==> config.mk <==
export PLATFORM = sky130hd
export DESIGN_NAME = nms_mul
export DESIGN_NICKNAME = d
export VERILOG_FILES = /design/src/rtl/nms_pkg.sv /design/src/rtl/nms_mul.sv
export SDC_FILE = /design/constraint.sdc
export NUM_CORES = 1
export LEC_CHECK = 0
export CAP_MARGIN = 10
export CORE_ASPECT_RATIO = 1.1
export CORE_MARGIN = 5
export CORE_UTILIZATION = 65
export CTS_CLUSTER_DIAMETER = 100
export DETAILED_ROUTE_END_ITERATION = 16
export DONT_BUFFER_PORTS = 1
export MAX_ROUTING_LAYER = met4
export PLACE_DENSITY_LB_ADDON = 0.3
export SLEW_MARGIN = 5
export SYNTH_ARGS = -nofsm -noshare
export SYNTH_HDL_FRONTEND = slang
export SYNTH_SLANG_ARGS = --single-unit
==> constraint.sdc <==
create_clock -name clk -period 7.1 [get_ports clk]
set_input_delay 0 -clock clk [delete_from_list [all_inputs] [get_ports clk]]
set_output_delay 0 -clock clk [all_outputs]
set_load 0.1 [all_outputs]
==> src/rtl/nms_pkg.sv <==
// ----------------------------------------------------------------------------
// NMS package
// Sizes, register codes and record types shared by the NMS modules.
// ----------------------------------------------------------------------------
package nms_pkg;

    localparam int MAX_BOXES  = 64;
    localparam int COORD_BITS = 12;
    localparam int IDX_W      = $clog2(MAX_BOXES);
    localparam int CNT_W      = $clog2(MAX_BOXES + 1);
    localparam int SCORE_W    = 16;
    localparam int LIMIT_W    = 16;
    localparam int OUT_W      = 12;
    localparam int AREA_W     = 2 * COORD_BITS;
    localparam int MUL_B_W    = 16;
    localparam int PROD_W     = AREA_W + MUL_B_W;
    localparam int ADDR_W     = 3;
    localparam int DATA_W     = 32;

    // Register index codes, taken from paddr[2].
    localparam logic REG_OVERLAP = 1'b0;
    localparam logic REG_SCORE   = 1'b1;

    localparam logic [LIMIT_W-1:0] OVERLAP_RESET = 16'd45875;
    localparam logic [LIMIT_W-1:0] SCORE_RESET   = 16'd32768;

    typedef struct packed {
        logic [SCORE_W-1:0]    score;
        logic [COORD_BITS-1:0] y1;
        logic [COORD_BITS-1:0] y0;
        logic [COORD_BITS-1:0] x1;
        logic [COORD_BITS-1:0] x0;
    } box_t;

    typedef struct packed {
        logic [IDX_W-1:0]   idx;
        logic [SCORE_W-1:0] score;
    } rank_t;

    localparam int BOX_W  = $bits(box_t);
    localparam int RANK_W = $bits(rank_t);

endpackage

==> src/rtl/nms_mul.sv <==
// ----------------------------------------------------------------------------
// NMS multiplier
// Shared registered multiplier for box areas, overlaps and limit products.
// ----------------------------------------------------------------------------
module nms_mul (
    input  logic                        clk,
    input  logic [nms_pkg::AREA_W-1:0]  a,
    input  logic [nms_pkg::MUL_B_W-1:0] b,
    output logic [nms_pkg::PROD_W-1:0]  p
);

    import nms_pkg::*;

    logic [PROD_W-1:0] p_reg;

    always_ff @(posedge clk)
    begin
        p_reg <= PROD_W'(a) * PROD_W'(b);
    end

    assign p = p_reg;

endmodule

==> results.tsv <==
metric	value	unit
status	finished clean	
fp.dieW	147	um
crit_start	b[4]	
hold_start	b[1]	
synthCells	1494	
cts_setup_buffers	0	
grt_max_degree	25	
worstPathRequired	7.27	ns
drt_pass1_iterations	5	
portBuffers	0	
vias	9725	
ys_warn_count	0	
utilization	66.6	%
start_kind	input port	
grt_pass1_wl	52.4	mm
fin_nets	1896	
cts_tree	yes	
syn_avg_cell_area	8.93	sq um
antenna_left	0	
synth_top_area_cell	fa_1	
io_pins	81	
final_cell_area	13600	sq um
yosys-top-cells-area	fa_1, ha_1, inv_1	
crit_fanout	24	
maxSlewHeadroom	33.3	%
ys_seq_area_share	6.00	%
period_minus_slack	4.92	ns
num-fill-cells	1627	
layout-drive-gt1-share	2.09	%
clockBufferDepth	2	
synth_nets	1953	
netlist_area	13300	sq um
worstPathArrival	5.09	ns
cap_violations	0	
fp-row-count	55	
hold_violations	0	
drv_slew	0	
worstMarginPinSlew	0.999	ns
cts_inserted_buffers	5	
finalCritPeriodShare	69.2	%
drc	0	
core	20400	sq um
finalSetupTns	0	ns
antenna_found_initial	0	
ys_types	58	
cts_hold_buf	3	
grt_pass1_vias	10600	
place_area	13400	sq um
setup_viol	0	
viasPerCell	5.74	
fmax	203	MHz
clk_root_buffer_cell	clkbuf_16	
path_clk_slew	0.06	ns
antenna_cells	0	
dp_hpwl	25.6	mm
wl_per_cell	18.9	um
netlist.area_leader.share	45.9	%
gp_congestion	0.915	
syn_to_final_growth	1.64	%
grt_overflow_total	0	
rsz0062_at_grt	false	
cp-end-kind	flop	
min-delay-path-class	in2reg	
path_class	in2reg	
synth-seq-cells	40	
largest_register_ffs	40	
start_util	65.5	%
post_cts.resized_instances	0	
chipHeight	160	um
grtUsageTotal	29.0	%
wirelength	32.1	mm
drt-initial-drc-count	542	
htreeDepth	2	
cts.sinks	40	
die_area	23500	sq um
==> cells by family (layout without fill, tap and decap cells) <==
kind of cell / Yosys count / in the layout / synth area share [%]
compound gates: 120 / 120 / 6.36
xor+xnor: 34 / 34 / 2.23
fa+ha+maj: 418 / 418 / 56.4
buf+inv: 419 / 363 / 12.0
simple gates: 463 / 463 / 17.0
flops: 40 / 40 / 6.00
==> metal layers <==
layer | wire length (um) | global-route usage, % | vias up | part of all wire, %
met1 | 10800 | 31.5 | 4888 | 34
met2 | 16600 | 49.1 | 404 | 52
li1 | - | - | 4270 | -
met5 | 0 | - | - | 0
met4 | 2420 | 18.0 | 0 | 7.6
met3 | 2300 | 5.42 | 163 | 7.2
==> per-stage QoR <==
| step | cells | setup WS [ns] | hold WS [ns] |
|---|---|---|---|
| global route | 1694 | 1.90 | 0.00530 |
| detailed placement | 1683 | 1.87 | 0.136 |
| global placement | 1683 | 1.94 | 0.126 |
| floorplan | 1494 | 1.91 | 0.122 |
| finish | 1694 | 2.18 | 0.00773 |
| CTS | 1694 | 2.17 | 0.0126 |
==> placed cells by master (no fill, tap or decap), drive strengths merged, types with 10 or more instances in the layout <==
cell type,count
inv,353
fa,306
nand2,240
and2,176
ha,112
dfxtp,40
a21oi,36
o21ai,28
xnor2,22
nor2,20
a21o,15
xor2,12
o21bai,10
==> Yosys cell counts, drive strengths merged <==
cell type  number
nor3            5
nor3b           1
dfxtp          40
a21o           15
buf             9
or2             1
nand3           4
nand2         240
a221o           1
o221a           1
o211ai          2
o31ai           2
a311oi          1
nand2b          1
o21a            3
a221oi          2
a21boi          1
and2          176
nand3b          1
or4             1
a211oi          7
inv           352
nor2b           1
o41ai           2
and4            1
and3            1
a21oi          36
a32oi           1
a211o           1
xnor2          22
a31oi           5
xor2           12
o21ai          28
o22ai           1
nor4            2
o221ai          1
nor2           20
nand4           8
fa            306
o21bai         10
clkbuf         58
ha            112
==> layout make-up <==
cell class / count / area [sq um] / share of cell area, %
repair buffers: 3 / 30.0 / 0.221
multi-input cells: 1035 / 10900 / 80.6
well taps: 256 / 320 / 2.36
clock buffers: 6 / 139 / 1.02
flip-flops and latches: 40 / 801 / 5.90
clock inverters: 2 / 13.8 / 0.101
inverters: 352 / 1320 / 9.74
==> worst max-delay path, stage by stage <==
cell	delay, ns
and2_1	0.16
fa_1	0.57
inv_1	0.06
fa_1	0.46
fa_1	0.51
inv_1	0.05
fa_1	0.48
fa_1	0.48
inv_1	0.05
fa_1	0.48
inv_1	0.04
ha_1	0.35
o21ai_0	0.22
o21bai_1	0.13
o221ai_2	0.23
nand3_4	0.16
a211oi_2	0.34
o21ai_1	0.14
xor2_1	0.15
==> final timing paths <==
kind	end	slack (ns)	cells after the start
min	p[1]	0.008	2
max	p[32]	2.18	19
Power is left out: the tool's default activity adds up to more than one toggle a clock period on the data nets, which glitch-free logic cannot reach.
