**config.mk**
```make
export PLATFORM = sky130hd
export DESIGN_NAME = nms_ram
export DESIGN_NICKNAME = d
export VERILOG_FILES = /design/src/rtl/nms_ram.sv
export SDC_FILE = /design/constraint.sdc
export NUM_CORES = 1
export LEC_CHECK = 0
export ABC_AREA = 0
export BUFFER_PORTS_ARGS = -buffer_cell sky130_fd_sc_hd__buf_2
export CAP_MARGIN = 20
export CORE_ASPECT_RATIO = 1.4
export CORE_MARGIN = 3
export CORE_UTILIZATION = 45
export DETAILED_ROUTE_END_ITERATION = 10
export HOLD_SLACK_MARGIN = 0.08
export SYNTH_ARGS = -nofsm -noshare
export SYNTH_HDL_FRONTEND = slang
export SYNTH_SLANG_ARGS = --single-unit
```
**constraint.sdc**
```tcl
create_clock -name clk -period 2 [get_ports clk]
set_input_delay 0.3 -clock clk [delete_from_list [all_inputs] [get_ports clk]]
set_output_delay 0.3 -clock clk [all_outputs]
set_load 0.02 [all_outputs]
```
**src/rtl/nms_ram.sv**
```systemverilog
// ----------------------------------------------------------------------------
// NMS RAM
// Simple dual-port RAM: one write port, one read port with registered data.
// ----------------------------------------------------------------------------
module nms_ram #(
    parameter int WIDTH = 8,
    parameter int DEPTH = 64
) (
    input  logic                     clk,
    input  logic                     we,
    input  logic [$clog2(DEPTH)-1:0] waddr,
    input  logic [WIDTH-1:0]         wdata,
    input  logic [$clog2(DEPTH)-1:0] raddr,
    output logic [WIDTH-1:0]         rdata
);

    logic [WIDTH-1:0] mem [DEPTH];
    logic [WIDTH-1:0] rdata_reg;

    always_ff @(posedge clk)
    begin
        if (we)
        begin
            mem[waddr] <= wdata;
        end
        rdata_reg <= mem[raddr];
    end

    assign rdata = rdata_reg;

endmodule

```
==> results of run 1 <==
[worst max-delay path: stages, from the launching register on]
cell and delay (ps):
edfxtp_1 380, mux4_2 500, mux2_2 290, o221a_2 290
nor3_2 250, o32ai_1 120
[cells in the mapped netlist (3+ instances only)]
library cell / count / area, um2
a22oi_1: 3 / 22.5
nand3_1: 13 / 65.1
mux2i_1: 23 / 230
buf_2: 11 / 55.1
buf_6: 4 / 45.0
buf_1: 4 / 15.0
o22ai_1: 8 / 50.1
a211oi_1: 4 / 30.0
dfxtp_1: 8 / 160
nand2b_1: 7 / 43.8
edfxtp_1: 512 / 15400
nor2b_1: 14 / 87.6
clkbuf_1: 17 / 63.8
a221oi_1: 6 / 52.6
o221ai_1: 8 / 70.1
a21oi_1: 3 / 15.0
nor2_1: 83 / 312
o2bb2ai_1: 3 / 26.3
nor3_1: 7 / 35.0
nand3b_1: 3 / 22.5
nand2_1: 19 / 71.3
mux2_2: 13 / 146
o2111ai_1: 3 / 26.3
mux4_2: 126 / 2840
buf_4: 13 / 97.6
[per-layer routing]
metal | global-route usage (%) | routed length [um] | vias up | part of all wire, %
met4 | 8.03 | 1810 | 2 | 3.9
li1 | - | - | 4329 | -
met2 | 34.2 | 24300 | 311 | 52
met3 | 3.93 | 2780 | 80 | 5.9
met5 | 0 | 13 | - | 0.028
met1 | 25.9 | 18000 | 5263 | 38
[cell type report]
class                   count  share of cell area, %
multi-input cells         369                   18.3
clock buffers              65                   5.76
flip-flops and latches    520                   65.5
repair buffers            206                   6.75
well taps                 558                   2.94
clock inverters            21                  0.802
[kinds of logic after synthesis]
group	count (synthesis)	synth area share, %
compound gates	54	2.07
buf+inv	51	1.57
flops	520	77.0
mux	162	15.9
simple gates	153	3.39
[path summary, 6_finish.rpt]
path / startpoint / to / slack (ps) / depth (start not counted)
setup / recovery: mem[20][6]$_DFFE_PP_ / rdata[6]$_DFF_P_ / 60 / 5
hold / removal: raddr[5] / rdata[3]$_DFF_P_ / 230 / 5
setup reg to reg: mem[20][6]$_DFFE_PP_ / rdata[6]$_DFF_P_ / 60 / 5
hold reg to reg: mem[27][4]$_DFFE_PP_ / rdata[4]$_DFF_P_ / 830 / 3
[repair_timing]
item | in CTS | in global routing
endpoints found under the setup margin | 0 | 3
hold buffers | 0 | 0
resized for setup | 0 | 3
[placed cells by master (no fill, tap or decap), types with 12 or more instances in the layout]
master	netlist	layout
buf_2	11	26
buf_4	13	170
clkbuf_16	0	49
clkinv_1	0	12
edfxtp_1	512	512
mux2_2	13	13
mux2i_1	23	23
mux4_2	126	126
nand2_1	19	19
nand3_1	13	13
nor2_1	83	83
nor2b_1	14	14
[power by group]
part           switching (W)  internal [W]  leakage (nW)  total (W)
registers          0.0000499        0.0121          4.67     0.0121
clock network        0.00376       0.00527         0.766    0.00902
logic               0.000751      0.000539          2.34    0.00129
total                0.00456        0.0179          7.78     0.0224
[per-stage QoR]
step           utilization (%)  area (um2)  std cells  total power [W]  hold slack [ps]
2_1_floorplan                -       20200        940           0.0130              399
3_3_place_gp              50.1       22100       1653           0.0136              762
3_5_place_dp              50.1       22100       1653           0.0136              745
4_1_cts                   53.7       23700       1739           0.0226              231
5_1_grt                   53.7       23700       1739           0.0231              246
6_report                  53.7       23700       1739           0.0224              231
==> impl_metrics.yaml, run 1 <==
detailed_routing:
  drt_first_pass_iters: 5
  totalWireLength_um: 47000
  viasPerCell: 5.74
  drc: 0
  wl_per_cell_um: 27.0
  num_vias: 9985
  dr.first_iter.drc_count: 983
  ant_nets: 0
synth:
  synth_fp_nets: 962
  synth_top_flop_cell: "edfxtp_1"
  syn_avg_cell_area_um2: 21.5
  ys_types: 40
  ys_warn_count: 0
  syn_area_um2: 20200
  synthCells: 940
  ys_seq_area_share_pct: 77.0
  synth-edff-count: 512
  ys_ff_latch: 520
  async_reset_ff_share_pct: 0
finish:
  drive_gt1_share_pct: 35.2
  largest_reg_flops: 512
  syn2layout_area_growth_pct: 17.6
  nFillCells: 3444
  nets: 1166
  n_antenna_cell: 0
  multiInputGateArea_um2: 4330
  regArea_um2: 15500
flow_run:
  cap_violations: 0
worst_setup_path:
  worst_setup_path_start_kind: "flop"
  worstPathRequired_ps: 2420
  worstPathArrival_ps: 2360
  endpoint_kind: "flop"
  critPathKind: "reg -> reg"
  path_max_fanout: 1
pwr:
  p_leak_nw: 7.78
  ir_worst_vdd_uv: 727
  cellPowerDensity_nw_per_um2: 945
floorplan:
  core_um2: 44200
  dieHeight_um: 256
  die_area_um2: 47400
  top_level_ports: 30
  initial_utilization_pct: 45.6
  die_w_um: 185
  placementRows: 91
place:
  place_ws_ps: -459
  numPortBuffers: 29
  dp_hpwl_um: 31000
  place.gp.congestion: 0.872
cts:
  ctsLongestPathBuffers: 3
  clk_latency_ps: 560
  cts_setup_buffers: 0
  clock_sinks: 520
  htree_levels: 2
  clkTransAtPathRegs_ps: 60
  cts_tree: "yes"
  cts_buffers: 47
  cts-root-buf: "clkbuf_16"
sta:
  tightest_slew_ps: 1030
  hold_viol_final: 0
  tns_ps: 0
  drv_slew: 0
  post-route-min-period_ps: 1940
  max_freq_mhz: 517
  setup_viol: 0
  finalCritPeriodShare_pct: 96.8
  fin_ws_ps: 64.2
  relSlewSlack_pct: 31.7
  rsz0062_at_grt: "no"
  skew_ps: 13.3
global_route:
  grt_pass1_wl_um: 69700
  grt_max_degree: 65
  grt_pass1_vias: 10500
  globalRouteTotalUtil_pct: 20.2
  grt_overflow: 0
  antenna_found_initial: 2
run_status:
  status: "finished clean"
hold_path:
  hold_path_class: "in -> reg"
No activity file was read; power rests on OpenSTA's default activity.
==> run 2: changes to the inputs <==
clock period = 2.41 ns   (was 2 ns; I/O delays follow)
==> run 2 against run 1 <==
Against the previous run: routed wire length rose by 0.13%; sequential cell count stayed put; sequential power decreased by 17%; global-route usage decreased by 0.071 points; via count shrank 1.6%; register-to-register slack improved by 430 ps.
==> impl_metrics.yaml, run 2 (synthesis results as in run 1) <==
place:
  place.gp.congestion: 0.822
  dp_hpwl_um: 31000
  numPortBuffers: 29
  place_area_um2: 21900
finish:
  nFillCells: 3432
  syn2layout_area_growth_pct: 15.8
  final_common_cell: "edfxtp_1"
  nets: 1131
  drive_gt1_share_pct: 32.8
  largest_reg_flops: 512
  final_cell_mix: "edfxtp_1, buf_4, mux4_2"
  regArea_um2: 15500
  fin_area_um2: 23300
  multiInputGateArea_um2: 4320
cts:
  cts-root-buf: "clkbuf_16"
  cts_setup_buffers: 0
  cts_buffers: 46
  clock_sinks: 520
  htree_levels: 2
  cts_tree: "yes"
  cts_resized: 0
  ctsHoldBuffers: 0
  clk_latency_ps: 570
  ctsLongestPathBuffers: 3
  clkTransAtPathRegs_ps: 70
sta:
  post-route-min-period_ps: 1910
  hold_viol_final: 0
  rsz0062_at_grt: "no"
  whs_ps: 255
  relSlewSlack_pct: 37.8
  setup_viol: 0
  max_freq_mhz: 523
  tightest_slew_ps: 933
  finalCritPeriodShare_pct: 79.3
  tns_ps: 0
  drv_slew: 0
  skew_ps: 13.1
detailed_routing:
  num_vias: 9827
  totalWireLength_um: 47000
  drc: 0
  wl_per_cell_um: 27.6
  ant_nets: 0
  viasPerCell: 5.77
  dr.first_iter.drc_count: 905
  drt_first_pass_iters: 5
floorplan:
  dieHeight_um: 256
  placementRows: 91
  die_w_um: 185
  die_area_um2: 47400
  initial_utilization_pct: 45.6
  core_um2: 44200
  top_level_ports: 30
hold_path:
  hold_path_class: "in -> reg"
  worst_hold_path.endpoint: "rdata[1]$_DFF_P_"
  holdPathStages: 3
  holdCritStartpoint: "raddr[5]"
worst_setup_path:
  worst_setup_path_start_kind: "flop"
  path_max_fanout: 1
  regToRegSetupSlack_ps: 500
  r2r-start: "mem[21][2]$_DFFE_PP_"
  timing.rr.end: "rdata[2]$_DFF_P_"
  endpoint_kind: "flop"
  ff2ff_path_depth: 5
  worstPathRequired_ps: 2850
  worstPathArrival_ps: 2350
  critPathKind: "reg -> reg"
pwr:
  p_leak_nw: 7.55
  cellPowerDensity_nw_per_um2: 774
  ir_worst_vdd_uv: 648
global_route:
  grt_pass1_wl_um: 69000
  grt_max_degree: 65
  globalRouteTotalUtil_pct: 20.2
  grt_pass1_vias: 10300
  antenna_found_initial: 3
  grt_overflow: 0
run_status:
  status: "finished clean"
flow_run:
  cap_violations: 0
-- run 2: cell types whose count changed in the layout (fill, tap and decap cells not counted), moves of 3 or more --
cell | before | now
clkinv_2 | 5 | 9
clkbuf_8 | 9 | 3
clkinv_1 | 12 | 7
buf_12 | 9 | 12
clkbuf_1 | 8 | 14
buf_4 | 170 | 133
-- run 2: final cells by class --
cell class,count,area share (%)
Tap cell,558,2.99
Timing Repair Buffer,172,5.92
Multi-Input combinational cell,369,18.5
Sequential cell,520,66.5
Clock buffer,63,5.38
Antenna cell,1,0.0107
Clock inverter,21,0.670
-- run 2: per-stage QoR --
step	util [%]	std cells	power [W]	setup slack (ps)
after global routing	52.8	1703	0.0186	407
after floorplan	-	940	0.0108	381
after global placement	49.6	1619	0.0113	26.3
after CTS	52.8	1703	0.0182	461
after detailed placement	49.6	1619	0.0113	30.4
final	52.8	1704	0.0181	499
-- run 2: worst max path at each step --
stage	start	end	slack [ps]	cells past startpoint
global placement	raddr[2]	rdata[1]$_DFF_P_	30	6
global route	mem[21][4]$_DFFE_PP_	rdata[4]$_DFF_P_	410	5
finish	mem[21][2]$_DFFE_PP_	rdata[2]$_DFF_P_	500	5
CTS	mem[17][2]$_DFFE_PP_	rdata[2]$_DFF_P_	460	5
detailed placement	raddr[0]	rdata[5]$_DFF_P_	30	7
floorplan	raddr[1]	rdata[3]$_DFF_P_	380	7
-- run 2: metal layers --
| metal | global-route usage, % | vias up | part of all wire (%) |
|---|---|---|---|
| met2 | 36.0 | 284 | 54 |
| met5 | 0 | - | 0.017 |
| met4 | 6.24 | 2 | 2.9 |
| met1 | 25.4 | 5214 | 38 |
| li1 | - | 4252 | - |
| met3 | 2.95 | 75 | 4.6 |
-- run 2: critical path: stages, from the launching register on --
cell and delay, ps:
edfxtp_1 350, mux4_2 480, mux2_2 290, o22ai_1 320
nand2_1 180, o2bb2ai_1 170
-- run 2: report_power, final --
group / leakage [nW] / switching (W) / internal (W) / total [W]
sequential: 4.67 / 0.0000305 / 0.0100 / 0.0100
clock: 0.693 / 0.00312 / 0.00387 / 0.00699
combinational: 2.19 / 0.000618 / 0.000427 / 0.00104
total: 7.55 / 0.00377 / 0.0143 / 0.0181
==> run 3: changes to the inputs <==
ABC_AREA = 1   (was 0)
clock period = 1.64 ns   (was 2.41 ns; I/O delays follow)
==> run 3 against run 2 <==
Against the previous run: global-route usage up 1.5 points; sequential power up 48%; via count up 43%; hold slack worse by 73 ps; core utilization up 0.25 points; critical path depth down 4; die area up 5.6%; cell count up 51%; register-to-register slack worse by 260 ps; routed wire length up 16%; critical endpoint is now rdata[1]; largest cell class unchanged; highest routed layer is now met4.
==> impl_metrics.yaml, run 3 <==
floorplan:
  core_um2: 46400
  top_level_ports: 30
  die_area_um2: 50100
  die_w_um: 190
  placementRows: 93
  dieHeight_um: 264
  initial_utilization_pct: 46.0
worst_setup_path:
  path_max_fanout: 1
  worstPathArrival_ps: 1290
  crit_buf_inv: 1
  crit_chain: "buf_2"
  slowest_delay_ps: 490
  critPathKind: "reg -> out"
  endpoint_kind: "primary output"
  cp_slowest_cell: "dfxtp_1"
  worst_setup_path_start_kind: "flop"
  worstPathRequired_ps: 1390
  critPathTopFamily: "flip-flops"
sta:
  tightest_slew_ps: 802
  post-route-min-period_ps: 1530
  relSlewSlack_pct: 46.5
  rsz0062_at_grt: "no"
  skew_ps: 9.67
  tns_ps: 0
  drv_slew: 0
  max_freq_mhz: 653
  finalCritPeriodShare_pct: 93.4
  setup_viol: 0
  hold_viol_final: 0
  whs_ps: 182
pwr:
  cellPowerDensity_nw_per_um2: 1140
  pwr-share-comb_pct: 7.0
  p_int_w: 0.0220
  p_leak_nw: 9.06
  ir_worst_vdd_uv: 630
  sw_frac_of_total_pct: 21.7
  clockPowerShare_pct: 40.5
  switching_power_w: 0.00611
  p_seq_share_pct: 52.6
synth:
  synth_fp_nets: 1827
  synth_compound_area_share_pct: 0
  synth_xor_area_share_pct: 0
  syn_avg_cell_area_um2: 11.8
  ys_ff_latch: 520
  synth_top_area_share_pct: 72.0
  ys_seq_area_share_pct: 72.8
  ys_warn_count: 0
  synth_most_common_cell: "nand2_1"
  syn_area_um2: 21300
  async_reset_ff_share_pct: 0
  synth_fa_ha_area_share_pct: 0
  synth_commonest_cells: "nand2_1, edfxtp_1, nand3_1"
  muxShareOfSynthArea_pct: 0
  synth-simple-area-share_pct: 23.2
  synthCells: 1805
  synth_largest_area_cell: "edfxtp_1"
  synth_top_flop_cell: "edfxtp_1"
  synth_top_family_by_area: "simple AND/OR/NAND/NOR gates"
  ys_types: 16
  synth-edff-count: 512
  synth_top_cells_by_area: "edfxtp_1, nand2_1, nand3_1, buf_6, nor2_1"
finish:
  syn2layout_area_growth_pct: 15.5
  drive_gt1_share_pct: 13.3
  nFillCells: 3891
  final_cell_mix: "nand2_1, edfxtp_1, nand3_1"
  largest_reg_flops: 512
  final_common_cell: "nand2_1"
  n_antenna_cell: 0
  nets: 1948
  fin_cells: 2581
detailed_routing:
  viasPerCell: 5.43
  drt_first_pass_iters: 7
  ant_nets: 0
  num_vias: 14000
  drc: 0
  dr.first_iter.drc_count: 1496
  wl_per_cell_um: 21.1
  totalWireLength_um: 54600
global_route:
  grt_pass1_vias: 13800
  globalRouteTotalUtil_pct: 21.7
  antenna_found_initial: 1
  grt_pass1_wl_um: 82600
  grt_overflow: 0
  grt_max_degree: 95
cts:
  cts_buffers: 49
  ctsLongestPathBuffers: 3
  cts_tree: "yes"
  cts_resized: 0
  htree_levels: 2
  clock_sinks: 520
  clk_latency_ps: 560
  cts-root-buf: "clkbuf_16"
  clkTransAtPathRegs_ps: 60
hold_path:
  hold_path_class: "in -> reg"
place:
  numPortBuffers: 29
  dp.cells: 2491
  place.gp.congestion: 0.912
  dp_hpwl_um: 33500
run_status:
  status: "finished clean"
flow_run:
  cap_violations: 0
[run 3: cell types whose count changed in the layout (fill, tap and decap cells not counted), moves of 14 or more]
cell	delta
nand2_1	+629
nand3_1	+426
mux4_2	-126
nor2_1	-27
mux2i_1	-23
buf_12	+16
nor2b_1	-14
[run 3: cell families after synthesis]
family,Yosys count
flip-flops,520
buffers and inverters,125
AND/OR/NAND/NOR,1160
[run 3: layout make-up]
cell class                      instances  area [um2]  area share [%]
Clock buffer                           58        1290            5.23
Clock inverter                         31         324            1.31
Inverter                               12        52.6           0.213
Multi-Input combinational cell       1160        5010            20.3
Sequential cell                       520       15500            63.0
Tap cell                              617         772            3.13
Timing Repair Buffer                  183        1670            6.76
[run 3: per-layer routing]
metal  track usage (%)  part of all wire [%]  vias to the layer above
met5                 0                     0                        -
met4              8.12                   3.6                        0
met3              2.77                   6.0                      107
met2              35.5                    49                      476
met1              29.9                    42                     6849
li1                  -                     -                     6579
[run 3: worst paths after layout]
| check | from | endpoint | slack [ps] | cells past startpoint |
|---|---|---|---|---|
| setup / recovery | rdata[1]$_DFF_P_ | rdata[1] | 110 | 1 |
| setup reg to reg | mem[47][5]$_DFFE_PP_ | rdata[5]$_DFF_P_ | 240 | 8 |
| hold / removal | wdata[1] | mem[21][1]$_DFFE_PP_ | 180 | 1 |
| hold reg to reg | mem[54][0]$_DFFE_PP_ | rdata[0]$_DFF_P_ | 810 | 8 |
[run 3: stage by stage]
step / setup slack (ps) / cell area, um2 / util [%] / total power [W]
finish: 108 / 24700 / 53.1 / 0.0281
global route: 88.0 / 24700 / 53.1 / 0.0289
CTS: 102 / 24700 / 53.1 / 0.0283
detailed placement: -118 / 23000 / 49.6 / 0.0170
global placement: -105 / 23000 / 49.6 / 0.0170
floorplan: -182 / 21400 / - / 0.0161
[run 3: power groups by stage]
stage / registers [W] / clock network [W] / logic (W)
CTS: 0.0148 / 0.0116 / 0.00195
detailed placement: 0.0150 / 0 / 0.00195
finish: 0.0148 / 0.0114 / 0.00195
floorplan: 0.0150 / 0 / 0.00105
global placement: 0.0150 / 0 / 0.00194
global route: 0.0148 / 0.0120 / 0.00212
[run 3: what timing repair did]
action                                 in CTS  in global routing
endpoints found under the hold margin       8                  0
buffers inserted                            0                  0
hold buffers                                1                  0
setup endpoints to repair                   0                  0
